`src/design/assert_macros.svh`:
```
// Assertion helpers used by the decompressor unit.
`ifndef ASSERT_MACROS_SVH
`define ASSERT_MACROS_SVH

// Property that must hold at every clock edge outside reset.
`define LZ_ASSERT(lbl, clk, rst_n, prop, msg) \
    lbl: assert property (@(posedge clk) disable iff (!rst_n) (prop)) else $error(msg);

// Condition in one cycle implies a condition in the next cycle.
`define LZ_ASSERT_NEXT(lbl, clk, rst_n, ante, cons, msg) \
    lbl: assert property (@(posedge clk) disable iff (!rst_n) (ante) |=> (cons)) else $error(msg);

`endif

```
`src/design/lzfwd_ram.sv`:
```
`default_nettype none
module lzfwd_ram #(
    parameter int WIDTH = 8,
    parameter int DEPTH = 512
) (
    input  wire                      i_clk,
    input  wire                      i_we,
    input  wire [$clog2(DEPTH)-1:0]  i_waddr,
    input  wire [WIDTH-1:0]          i_wdata,
    input  wire                      i_re,
    input  wire [$clog2(DEPTH)-1:0]  i_raddr,
    output logic [WIDTH-1:0]         o_rdata
);

    logic [WIDTH-1:0] r_mem [DEPTH];

    always_ff @(posedge i_clk) begin
        if (i_we) begin
            r_mem[i_waddr] <= i_wdata;
        end
        // The read data holds until the next read.
        if (i_re) begin
            o_rdata <= r_mem[i_raddr];
        end
    end

endmodule
`default_nettype wire

```
`config.mk`:
```
export PLATFORM = sky130hd
export DESIGN_NAME = lzfwd_ram
export DESIGN_NICKNAME = d
export VERILOG_FILES = /design/src/design/assert_macros.svh /design/src/design/lzfwd_ram.sv
export SDC_FILE = /design/constraint.sdc
export NUM_CORES = 2
export LEC_CHECK = 0
export BUFFER_PORTS_ARGS = -buffer_cell sky130_fd_sc_hd__buf_4
export CAP_MARGIN = 10
export CORE_UTILIZATION = 45
export CTS_CLUSTER_SIZE = 30
export DETAILED_ROUTE_END_ITERATION = 6
export PLACE_DENSITY = 0.57
export SLEW_MARGIN = 25
export SYNTH_ARGS = -nofsm -noshare
export SYNTH_HDL_FRONTEND = slang
export SYNTH_SLANG_ARGS = --single-unit
```
`constraint.sdc`:
```
create_clock -name i_clk -period 2.8 [get_ports i_clk]
set_input_delay 0.42 -clock i_clk [delete_from_list [all_inputs] [get_ports i_clk]]
set_output_delay 0.42 -clock i_clk [all_outputs]
set_load 0.02 [all_outputs]
```
==> metrics <==
R2R cell count=7; Worst Setup Start Kind=input port; leading area contributor after synthesis=edfxtp_1; Slowest cell on crit path=nor4_1; Top delay family on crit path=buffers and inverters; clock latency on the worst-skew pair=1.00 ns; vias in the first global route=85500; die height=598 um; Post-Route WL=440000 um; Final ANT Viol Nets=0; sequential element share of the synthesized area=77.0%; setup_tns=0 ns; HP Class=in2reg; hold path startpoint=i_waddr[1]; Area contributors post-synth=edfxtp_1 (77%), mux4_2 (9.2%), mux2i_1 (5.0%); status=complete, no violations; Final GP Congestion=0.876; drt first-iter violations=9813; Global Route Usage Sum=24.4%; Root Driver=clkbuf_16; # Max-Cap Violations=0; CTS clk-pin slew, worst paths=0.06 ns; period utilisation layout=99.9%; asr flop ratio synth=0%; CP bufs+invs=5; first-pass iteration count of the detailed router=6; predominant post-synthesis flop cell=edfxtp_1; CP max stage delay=0.72 ns; placed cells=~14000; Post-CTS Setup Bufs=0; worst-path fanout max=40; hold path cells=4; initial antenna violation count=22; Worst Setup End Kind=flip-flop; Final Hold Fails=0; post-synth top area share=77.0%; Worst R2R Start=r_mem[438][0]$_DFFE_PP_; Power Density=685 mW/mm^2; fmax=0.358 GHz; H-tree depth=5; Synth-to-Final Area Change=18.7%; row cnt=218; GRT overflow=0; first-pass GRT wire length=627000 um; pin count of the biggest net entering global routing=about 110; post-layout min period=around 2.8 ns; layout cells sized above 1=28.1%; PortBufs=36; Worst path depth=11; Nets=9434; internal cell power=between 0.1 and 0.15 W; CORE AREA=0.353 mm^2; Post-synth EDFFs=4104; Clk pwr share=42.4%; die span in x=between 500 and 600 um; Rel. slew slack=31.5%; Worst Tran Pin Value=1.01 ns; Yosys reg bits=4104; crit-path most repeated cell=buf_4; Worst Clk Skew=0.0871 ns; WP data arrival=3.67 ns; dpl hpwl=290000 um; VDD IR max=0.000605 V; clock tree buffer depth=4; Setup violations, final=0; starting density of the core=between 40% and 50%; Critical Path RT=3.67 ns; DRC=0; crit-path cells=buf_8, buf_4, buf_4, mux4_2, a22oi_1, a21oi_1, a31oi_1, buf_4, nor4_1, buf_4, o2111a_1; Ys Warns=0; CTS tree=built; Mapped Nets=8059; WL/cell=30.4 um; I/O Pins=37; Mean Syn Cell Area=19.9 um^2; CTS Sinks=4104; combinational share of power=5.5%; via count=85300; Post-Syn Area=0.160 mm^2; Net Sw Power=0.0281 W; Reg power frac=52.1%; Via-to-Cell Ratio=5.89; Unique masters post-synth=50; crit path kind=in2reg; Final Non-Filler Cells=14500; Leak=about 63 nW; Worst Setup SP=i_raddr[1]; die area=approximately 0.36 mm^2; Net Sw Frac=21.6%; Slew Viols, Final=0; CTS buffer count=421; Post-Syn Instances=8030
## logic make-up after synthesis
kind of cell / synth area share (%)
muxes: 14.2
and+or+nand+nor: 2.63
DFF: 77.0
buffers and inverters: 1.85
AOI/OAI and AO/OA: 4.31
## worst register-to-register path, stage by stage (launching register included)
cell and delay (ns):
edfxtp_1 0.37, mux4_2 0.53, mux4_2 0.58, nor4_2 0.46, buf_4 0.25, nor4_1 0.06, buf_4 0.16, o2111a_1 0.13
## cell type report
| cell class | count | area (um^2) |
|---|---|---|
| Antenna cell | 6 | 15.0 |
| Clock buffer | 510 | 10900 |
| Clock inverter | 256 | 2520 |
| Fill cell | 27400 | 163000 |
| Inverter | 3 | 18.8 |
| Multi-Input combinational cell | 3410 | 34100 |
| Sequential cell | 4104 | 123000 |
| Tap cell | 4730 | 5920 |
| Timing Repair Buffer | 1465 | 13200 |
## cells in the final DEF, fill, tap and decap left out, drive strengths merged, types with 4 or more instances in the layout
| cell | netlist | layout |
|---|---|---|
| edfxtp | 4104 | 4104 |
| bufinv | 0 | 41 |
| and3 | 4 | 4 |
| clkinv | 0 | 186 |
| nand4 | 32 | 32 |
| a21oi | 194 | 194 |
| dlygate4sd3 | 0 | 9 |
| nor3b | 8 | 8 |
| clkinvlp | 0 | 14 |
| o2111a | 8 | 8 |
| nor2b | 6 | 6 |
| nand3 | 36 | 36 |
| mux2i | 797 | 797 |
| o31ai | 13 | 13 |
| inv | 3 | 18 |
| and2 | 20 | 20 |
| or3 | 6 | 6 |
| and3b | 4 | 4 |
| nor2 | 597 | 597 |
| nand2b | 4 | 4 |
| nor4 | 36 | 36 |
| clkbuf | 265 | 511 |
| or2 | 5 | 5 |
| a211oi | 17 | 17 |
| diode | 0 | 6 |
| o221ai | 372 | 372 |
| o22ai | 163 | 163 |
| a22oi | 61 | 61 |
| o311ai | 6 | 6 |
| nor3 | 109 | 109 |
| a22o | 5 | 5 |
| buf | 248 | 1455 |
| mux4 | 654 | 654 |
| o21ai | 119 | 119 |
| o41ai | 7 | 7 |
| nand2 | 111 | 111 |
## Yosys cell counts (7+ instances only)
library cell and number:
edfxtp_1 4104, mux2i_1 797, mux4_2 654, nor2_1 597
o221ai_1 371, clkbuf_1 265, a21oi_1 194, o22ai_1 163
o21ai_0 118, nand2_1 111, nor3_1 109, buf_4 70
buf_6 64, a22oi_1 61, buf_2 57, buf_1 41
nand3_1 36, nor4_1 36, nand4_1 32, and2_1 20
a211oi_1 17, o31ai_1 13, buf_8 11, nor3b_1 8
o2111a_1 8, o41ai_1 7
## flip-flops by register name, summed over array words and instances, names as in the netlist
signal   count
o_rdata      8
r_mem     4096
## timing repair
action,in CTS,in global routing
hold endpoints to repair,257,0
hold buffers,9,0
gates resized for setup,19,10
setup endpoints to repair,7,7
cloned,0,0
pin swaps,0,5
## final timing paths
path | endpoint | slack, ns
min reg2reg | o_rdata[7]$_DFFE_PP_ | 1.31
max reg2reg | o_rdata[0]$_DFFE_PP_ | 0.05
min | r_mem[271][7]$_DFFE_PP_ | 0.23
max | o_rdata[1]$_DFFE_PP_ | 0.004
## stage by stage
| step | utilization, % | worst slack, ns | total power (W) | hold slack [ns] | instance area, um^2 |
|---|---|---|---|---|---|
| after global placement | 49.9 | -1.62 | 0.0761 | 0.828 | 176000 |
| final | 53.8 | 0.00366 | 0.130 | 0.228 | 190000 |
| after detailed placement | 49.9 | -1.52 | 0.0762 | 0.825 | 176000 |
| after floorplan | - | 0.269 | 0.0722 | 0.519 | 160000 |
| after global routing | 53.8 | -0.00583 | 0.133 | 0.208 | 190000 |
| after CTS | 53.8 | 0.00607 | 0.131 | 0.172 | 190000 |
## per-layer routing
metal  global-route usage [%]  vias up  share of wire [%]
li1                         -    36200                  -
met1                     34.7    45200                 42
met2                     39.1     3293                 48
met3                     3.93      605                7.2
met4                     6.78       12                2.9
met5                        0        -              0.022
## power by group through the flow
stage                     Sequential [W]  Clock [W]  Combinational [W]
after detailed placement          0.0690          0            0.00714
after global placement            0.0690          0            0.00706
after global routing              0.0677     0.0582            0.00749
final                             0.0677     0.0552            0.00717
after floorplan                   0.0690          0            0.00322
after CTS                         0.0677     0.0560            0.00718
No activity file was read; power rests on OpenSTA's default activity.
